==> config.mk <==
export PLATFORM = sky130hd
export DESIGN_NAME = gcd_unit
export DESIGN_NICKNAME = d
export VERILOG_FILES = /design/src/hw/rtl/gcd_pkg.sv /design/src/hw/rtl/gcd_sequencer.sv /design/src/hw/rtl/gcd_datapath.sv /design/src/hw/rtl/gcd_unit.sv
export SDC_FILE = /design/constraint.sdc
export NUM_CORES = 1
export LEC_CHECK = 0
export BUFFER_PORTS_ARGS = -buffer_cell sky130_fd_sc_hd__buf_4
export CORE_ASPECT_RATIO = 0.5
export CORE_UTILIZATION = 25
export DETAILED_ROUTE_END_ITERATION = 12
export HOLD_SLACK_MARGIN = 0.12
export PLACE_DENSITY_LB_ADDON = 0.25
export SYNTH_ARGS = -nofsm -noshare
export SYNTH_HDL_FRONTEND = slang
export SYNTH_SLANG_ARGS = --single-unit
==> constraint.sdc <==
create_clock -name clk -period 9.85 [get_ports clk]
set_input_delay 0.985 -clock clk [delete_from_list [all_inputs] [get_ports clk]]
set_output_delay 0.985 -clock clk [all_outputs]
set_load 0.01 [all_outputs]
==> src/hw/rtl/gcd_pkg.sv <==
package gcd_pkg;

  localparam int GCD_OPERAND_BITS = 31;

  // microprogram counter
  localparam int PC_BITS = 3;
  typedef logic [PC_BITS-1:0] pc_t;

  typedef enum logic [2:0] {
    OP_NOP      = 3'd0,
    OP_LOAD     = 3'd1,
    OP_SHR_BOTH = 3'd2,
    OP_SHR_A    = 3'd3,
    OP_SHR_B    = 3'd4,
    OP_SUB_SWAP = 3'd5,
    OP_SHL_A    = 3'd6,
    OP_EMIT     = 3'd7
  } op_t;

  typedef enum logic [2:0] {
    CND_ALWAYS    = 3'd0,
    CND_ZERO_OPND = 3'd1,
    CND_BOTH_EVEN = 3'd2,
    CND_A_EVEN    = 3'd3,
    CND_B_EVEN    = 3'd4,
    CND_B_NONZERO = 3'd5,
    CND_K_NONZERO = 3'd6
  } cond_t;

  // op runs and pc takes tgt_true when cond holds, else pc takes tgt_false
  typedef struct packed {
    op_t   op;
    cond_t cond;
    pc_t   tgt_true;
    pc_t   tgt_false;
  } uword_t;

  typedef struct packed {
    logic zero_opnd;
    logic a_even;
    logic b_even;
    logic b_nonzero;
    logic k_nonzero;
  } dp_status_t;

  // program addresses
  localparam pc_t PC_CHECK  = 3'd0;
  localparam pc_t PC_TWOS   = 3'd1;
  localparam pc_t PC_ODD_A  = 3'd2;
  localparam pc_t PC_ODD_B  = 3'd3;
  localparam pc_t PC_SUB    = 3'd4;
  localparam pc_t PC_TEST   = 3'd5;
  localparam pc_t PC_RESTORE = 3'd6;
  localparam pc_t PC_EMIT   = 3'd7;

  // binary GCD microprogram
  function automatic uword_t ucode(input pc_t pc);
    uword_t w;
    unique case (pc)
      PC_CHECK:   w = '{OP_NOP,      CND_ZERO_OPND, PC_EMIT,    PC_TWOS};
      PC_TWOS:    w = '{OP_SHR_BOTH, CND_BOTH_EVEN, PC_TWOS,    PC_ODD_A};
      PC_ODD_A:   w = '{OP_SHR_A,    CND_A_EVEN,    PC_ODD_A,   PC_ODD_B};
      PC_ODD_B:   w = '{OP_SHR_B,    CND_B_EVEN,    PC_ODD_B,   PC_SUB};
      PC_SUB:     w = '{OP_SUB_SWAP, CND_ALWAYS,    PC_TEST,    PC_TEST};
      PC_TEST:    w = '{OP_NOP,      CND_B_NONZERO, PC_ODD_B,   PC_RESTORE};
      PC_RESTORE: w = '{OP_SHL_A,    CND_K_NONZERO, PC_RESTORE, PC_EMIT};
      PC_EMIT:    w = '{OP_EMIT,     CND_ALWAYS,    PC_CHECK,   PC_CHECK};
      default:    w = '{OP_EMIT,     CND_ALWAYS,    PC_CHECK,   PC_CHECK};
    endcase
    return w;
  endfunction

endpackage

==> src/hw/rtl/gcd_sequencer.sv <==
module gcd_sequencer (
  input  logic                clk,
  input  logic                rst,
  input  logic                start,
  input  gcd_pkg::dp_status_t status,
  output gcd_pkg::op_t        op,
  output logic                busy,
  output logic                done
);

  gcd_pkg::pc_t   pc;
  gcd_pkg::pc_t   pc_next;
  gcd_pkg::uword_t uw;
  logic           cond_ok;
  logic           accept;

  assign accept = start && !busy;
  assign uw     = gcd_pkg::ucode(pc);

  always_comb begin
    unique case (uw.cond)
      gcd_pkg::CND_ALWAYS:    cond_ok = 1'b1;
      gcd_pkg::CND_ZERO_OPND: cond_ok = status.zero_opnd;
      gcd_pkg::CND_BOTH_EVEN: cond_ok = status.a_even && status.b_even;
      gcd_pkg::CND_A_EVEN:    cond_ok = status.a_even;
      gcd_pkg::CND_B_EVEN:    cond_ok = status.b_even;
      gcd_pkg::CND_B_NONZERO: cond_ok = status.b_nonzero;
      gcd_pkg::CND_K_NONZERO: cond_ok = status.k_nonzero;
      default:                cond_ok = 1'b0;
    endcase
  end

  always_comb begin
    pc_next = cond_ok ? uw.tgt_true : uw.tgt_false;
    priority if (accept) begin
      op = gcd_pkg::OP_LOAD;
    end else if (busy && cond_ok) begin
      op = uw.op;
    end else begin
      op = gcd_pkg::OP_NOP;
    end
  end

  always_ff @(posedge clk) begin
    if (rst) begin
      busy <= 1'b0;
      done <= 1'b0;
      pc   <= gcd_pkg::PC_CHECK;
    end else begin
      done <= busy && (uw.op == gcd_pkg::OP_EMIT);
      if (accept) begin
        busy <= 1'b1;
        pc   <= gcd_pkg::PC_CHECK;
      end else if (busy) begin
        pc <= pc_next;
        if (uw.op == gcd_pkg::OP_EMIT) begin
          busy <= 1'b0;
        end
      end
    end
  end

endmodule

==> src/hw/rtl/gcd_datapath.sv <==
module gcd_datapath #(
  parameter int OPERAND_BITS = gcd_pkg::GCD_OPERAND_BITS
) (
  input  logic                    clk,
  input  gcd_pkg::op_t            op,
  input  logic [OPERAND_BITS-1:0] operand_a,
  input  logic [OPERAND_BITS-1:0] operand_b,
  output gcd_pkg::dp_status_t     status,
  output logic [OPERAND_BITS-1:0] divisor,
  output logic                    zero_operand
);

  localparam int KW = $clog2(OPERAND_BITS + 1);

  logic [OPERAND_BITS-1:0] a;
  logic [OPERAND_BITS-1:0] b;
  logic [KW-1:0]           k;
  logic                    zero_opnd;
  logic [OPERAND_BITS:0]   diff_ba;
  logic [OPERAND_BITS-1:0] diff_ab;
  logic                    a_gt_b;

  // b - a with borrow out; borrow means a > b
  assign diff_ba = {1'b0, b} - {1'b0, a};
  assign a_gt_b  = diff_ba[OPERAND_BITS];
  assign diff_ab = a - b;

  assign status.zero_opnd = zero_opnd;
  assign status.a_even    = ~a[0];
  assign status.b_even    = ~b[0];
  assign status.b_nonzero = |b;
  assign status.k_nonzero = |k;

  always_ff @(posedge clk) begin
    unique case (op)
      gcd_pkg::OP_NOP: begin
      end
      gcd_pkg::OP_LOAD: begin
        a         <= operand_a;
        b         <= operand_b;
        k         <= '0;
        zero_opnd <= (operand_a == '0) || (operand_b == '0);
      end
      gcd_pkg::OP_SHR_BOTH: begin
        a <= a >> 1;
        b <= b >> 1;
        k <= k + KW'(1);
      end
      gcd_pkg::OP_SHR_A: a <= a >> 1;
      gcd_pkg::OP_SHR_B: b <= b >> 1;
      gcd_pkg::OP_SUB_SWAP: begin
        if (a_gt_b) begin
          a <= b;
          b <= diff_ab;
        end else begin
          b <= diff_ba[OPERAND_BITS-1:0];
        end
      end
      gcd_pkg::OP_SHL_A: begin
        a <= a << 1;
        k <= k - KW'(1);
      end
      gcd_pkg::OP_EMIT: begin
        divisor      <= zero_opnd ? '0 : a;
        zero_operand <= zero_opnd;
      end
      default: begin
      end
    endcase
  end

endmodule

==> src/hw/rtl/gcd_unit.sv <==
// gcd_unit: greatest common divisor of two unsigned OPERAND_BITS-wide operands.
// Pulse start while busy is low to issue a request; operand_a/operand_b are
// sampled on that edge. The result appears on divisor/zero_operand for exactly
// one cycle, flagged by done; there is no backpressure, so the receiver must
// capture it in that cycle. divisor/zero_operand hold their value until the
// next result but are only meaningful while done is high. If either operand
// is zero, divisor is 0 and zero_operand is 1. busy drops in the cycle done is
// high, so a new request can be issued back-to-back with result delivery.
// Sequencing: one microinstruction per clock from a small ROM program (binary
// GCD). A zero operand branches straight from the check step to emit.
// Otherwise the run grows with the common factors of two, the single shifts
// of each operand and the subtracts, as the shift/subtract loop of the
// program sets it.
module gcd_unit #(
  parameter int OPERAND_BITS = gcd_pkg::GCD_OPERAND_BITS
) (
  input  logic                    clk,
  input  logic                    rst,
  input  logic                    start,
  output logic                    busy,
  input  logic [OPERAND_BITS-1:0] operand_a,
  input  logic [OPERAND_BITS-1:0] operand_b,
  output logic                    done,
  output logic [OPERAND_BITS-1:0] divisor,
  output logic                    zero_operand
);

  gcd_pkg::op_t        op;      // datapath micro-op for this cycle
  gcd_pkg::dp_status_t status;  // branch flags back to the sequencer

  // Control: step counter + ROM lookup + branch select.
  gcd_sequencer u_seq (
    .clk    (clk),
    .rst    (rst),
    .start  (start),
    .status (status),
    .op     (op),
    .busy   (busy),
    .done   (done)
  );

  // Datapath: a/b working regs, shared-twos count k, subtract/compare.
  gcd_datapath #(
    .OPERAND_BITS (OPERAND_BITS)
  ) u_dp (
    .clk          (clk),
    .op           (op),
    .operand_a    (operand_a),
    .operand_b    (operand_b),
    .status       (status),
    .divisor      (divisor),
    .zero_operand (zero_operand)
  );

`ifndef NO_ASSERTIONS
  // result strobe only ever follows a request in flight
  a_done_after_busy: assert property (@(posedge clk) disable iff (rst)
    done |-> !busy && $past(busy))
    else $error("done without a request in flight");

  // an accepted request keeps the unit busy the next cycle
  a_accept_busy: assert property (@(posedge clk) disable iff (rst)
    start && !busy |=> busy && !done)
    else $error("request accepted but unit not busy");

  // zero-operand results carry a zero divisor
  a_zero_result: assert property (@(posedge clk) disable iff (rst)
    done && zero_operand |-> divisor == '0)
    else $error("zero_operand set with nonzero divisor");

  // a real gcd is never zero
  a_nonzero_gcd: assert property (@(posedge clk) disable iff (rst)
    done && !zero_operand |-> divisor != '0)
    else $error("gcd of nonzero operands reported as zero");
`endif

endmodule

==> qor.txt <==
Layout Area Growth over Synthesis: 19.7%
Switching Fraction: 38.7%
Run status: complete, no violations
DR DRC count: 0
Yosys Warn Count: 0
Peak supply drop: 0.000105 V
Unrepaired setup endpoints after global routing: false
Crit path max-delay family: compound AO/OA/AOI/OAI gates
CTS Hold Bufs: 0
Worst reg2reg setup slack: 5.31 ns
Hold Fails Final Rpt: 0
Slew HR: 15.9%
Initial antenna violation count: 0
Fraction of registers with async set/reset: 0%
Synth Cell Area: 0.00892 sq mm
Yosys top cell area share: 33.7%
CTS tree: done
Reg power frac: 32.5%
Antenna viol nets, final: 0
Core ar.: 0.0348 sq mm
Worst-path fanout max: 24
Startpoint Class: flop
M1 GR Usage: 24.2%
Worst flop-to-flop path startpoint: u_dp.b[4]$_DFFE_PP_
Met2 Track Usage GR: 28.9%
Max stage delay cell, worst path: a22oi_2
Synth cell types: 70
Worst skew pair latency: 0.45 ns
Total track usage: 18.1%
Vias per inst: 5.36
Grt total ovfl: 0
Setup_tns: 0 ns
# setup viols final: 0
Hold Startpoint: u_dp.a[30]$_DFFE_PP_
Final min period: 4.54 ns
Num Clock Sinks: 117
Worst EP arrival: 4.66 ns
Pre-antenna DRT Iters: 8
DRT Wirelength: 33100 um
Worst Setup SP: u_dp.b[4]$_DFFE_PP_
Pwr Density: 190 mW/mm^2
Seq/Total Area, Yosys: 37.5%
Reg2Reg Depth: 9
Post-synth top area cell: edfxtp_1
Starting DRT DRC Count: 883
GRT met3 Usage: 3.49%
Post-DP HPWL: 24400 um
H-tree depth: 4
# nets final: 1199
Worst Hold Class: reg -> reg
CP Capture Type: flop
Worst Hold Endpoint: u_dp.a[29]$_DFFE_PP_
Critical path's largest stage delay: 0.97 ns
Die area: 0.0365 sq mm
First-pass GRT wire length: 49800 um
Dpl cells: 1515
Maximum clock path buffer count: 2
Reg2reg end: u_dp.a[16]$_DFFE_PP_
Chip height: 136 um
Layout cells sized above 1: 16.0%
FMAX: 0.220 GHz
Reg area: 0.00334 sq mm
Num rows: 48
Synth Instances: 992
Fill count: 3659
Int Pwr: 1.24 mW
CP required: 9.97 ns
Top_reg_cell synth: edfxtp_1
# resized after CTS: 0
CP cell instances: inv_1, ha_1, a21oi_1, nand2_1, o21ai_0, a221o_1, nand2_2, a22oi_2, buf_4
Pleak: 4.37 nW
Comb power frac: 36.2%
I/O pin count: 99
DR WL/cell: 21.4 um
Post-Syn Nets: 1132
Tcrit/Tclk final: 46.1%
Root Buffer: clkbuf_16
Crit path kind: reg -> reg
Vias in the first global route: 8013
Final Max Tran Viols: 0
EDFF count, synth: 100
Avg Cell Area, Syn: 8.99 sq um
Non-Filler Instances: 1548
Worst slew pin tran: 1.26 ns
NetSw: 0.787 mW
FF+latch count, synth: 117
DR vias: 8297
Worst Skew: 0.0182 ns
Clk pwr share: 31.3%
WP buf/inv: 2
Footprint of the multi-input gates: 0.00502 sq mm
GPL Wtd Cong: 0.969
Hold Path Stages: 2
Synth top area cells: edfxtp_1 (34%), ha_1 (10%), a21oi_1 (5.8%), nor2_1 (4.5%), dfxtp_1 (3.8%)
Post-CTS Setup Bufs: 0
Initial Util: 25.6%
Largest net degree at the start of global routing: 42
Chip Width: 269 um
Max_cap viols: 0
CTS clk-pin slew, worst paths: 0.06 ns
Global routing's busiest layer: met2
IO Port Bufs: 98
Total CTS buffers: 17
power by group through the flow:
| stage | clock (mW) | sequential, mW | combinational (mW) |
|---|---|---|---|
| final | 0.635 | 0.660 | 0.735 |
| after global routing | 0.663 | 0.666 | 0.800 |
| after CTS | 0.644 | 0.659 | 0.722 |
| after detailed placement | 0 | 0.669 | 0.717 |
| after global placement | 0 | 0.669 | 0.719 |
| after floorplan | 0 | 0.642 | 0.520 |
placed cells by master, fill, tap and decap left out, types with 4 or more instances in the layout:
master and instances:
o21ai_0 60, a21o_1 14, o221ai_1 4, mux2i_1 16, nor3_1 12, a211oi_1 13
edfxtp_1 100, buf_4 107, nand3_1 6, xor2_1 13, a222oi_1 31, nor2_1 104
clkbuf_16 21, inv_1 84, o21bai_1 13, nor3b_1 5, xnor2_1 18, nor4_1 21
nand4_1 19, nand2_1 71, and3_1 5, a31oi_1 4, o21a_1 5, a221oi_1 4
and2_1 5, mux2_2 7, ha_1 72, o22ai_1 4, dfxtp_1 17, a21oi_1 104
a22oi_1 32, o21ai_1 8
how the worst max path moves through the flow:
stage | endpoint | cells after the start | slack, ns
after floorplan | u_dp.a[0]$_DFFE_PP_ | 9 | 5.70
after global placement | u_dp.a[16]$_DFFE_PP_ | 9 | 5.59
after detailed placement | u_dp.a[17]$_DFFE_PP_ | 9 | 5.41
after CTS | u_dp.a[16]$_DFFE_PP_ | 9 | 5.39
after global routing | u_dp.b[30]$_DFFE_PP_ | 13 | 5.12
final | u_dp.a[16]$_DFFE_PP_ | 9 | 5.31
cell type report:
type                       instances  share of cell area (%)
antenna                            1                  0.0234
clock buffer                      23                    4.99
clock inverter                     9                   0.563
inverter                          84                    2.95
multi-input combinational        732                    47.1
sequential                       117                    31.3
tap                              475                    5.57
timing repair buffer             107                    7.53
tightest hold or removal path, stage by stage (launching register included):
cell and delay, ns:
edfxtp_1 0.35, a222oi_1 0.07, nand2_1 0.06
registers in the layout, indices dropped and copies added (netlist names):
signal,count
u_dp.divisor,31
u_dp.b,31
u_seq.uw,12
u_dp.a,31
u_dp.zero_operand,1
u_seq.busy,1
u_seq.done,1
u_dp.k,5
u_seq.pc,3
u_dp.zero_opnd,1
synth_stat cells, types with 7 or more instances:
library cell and instances:
edfxtp_1 100, mux2i_1 16, xor2_1 13, mux2_2 7, clkbuf_1 46, nand3_1 7
nor4_1 21, buf_4 7, nor2_1 107, nand4_1 19, a211oi_1 13, o21bai_1 13
a21oi_1 104, a222oi_1 31, inv_1 84, a21o_1 14, nor3_1 13, o21ai_1 8
a22oi_1 33, dfxtp_1 17, nand2_1 72, ha_1 72, o21ai_0 60, xnor2_1 18
stage by stage:
stage          cell area, sq um  total power, mW  setup WS [ns]  hold slack (ns)  utilization [%]
2_1_floorplan              8920             1.16           5.70            0.501                -
3_3_place_gp              10100             1.39           5.59            0.559             29.0
3_5_place_dp              10100             1.39           5.41            0.557             29.0
4_1_cts                   10700             2.02           5.39            0.570             30.7
5_1_grt                   10700             2.13           5.12            0.599             30.7
6_report                  10700             2.03           5.31            0.576             30.7
kinds of logic after synthesis:
kind of cell    after synthesis  synth area share (%)
compound gates              329                  24.9
simple gates                273                  14.4
buf+inv                     143                  6.54
flops                       117                  37.5
fa+ha+maj                    75                  10.8
xor+xnor                     31                  3.04
mux                          24                  2.85
layer usage:
layer / wire length, um / vias to the layer above
met3: 1970 / 59
li1: - / 3843
met2: 15200 / 330
met4: 909 / 0
met5: 0 / -
met1: 15000 / 4065
(Power assumes the default switching activity.)
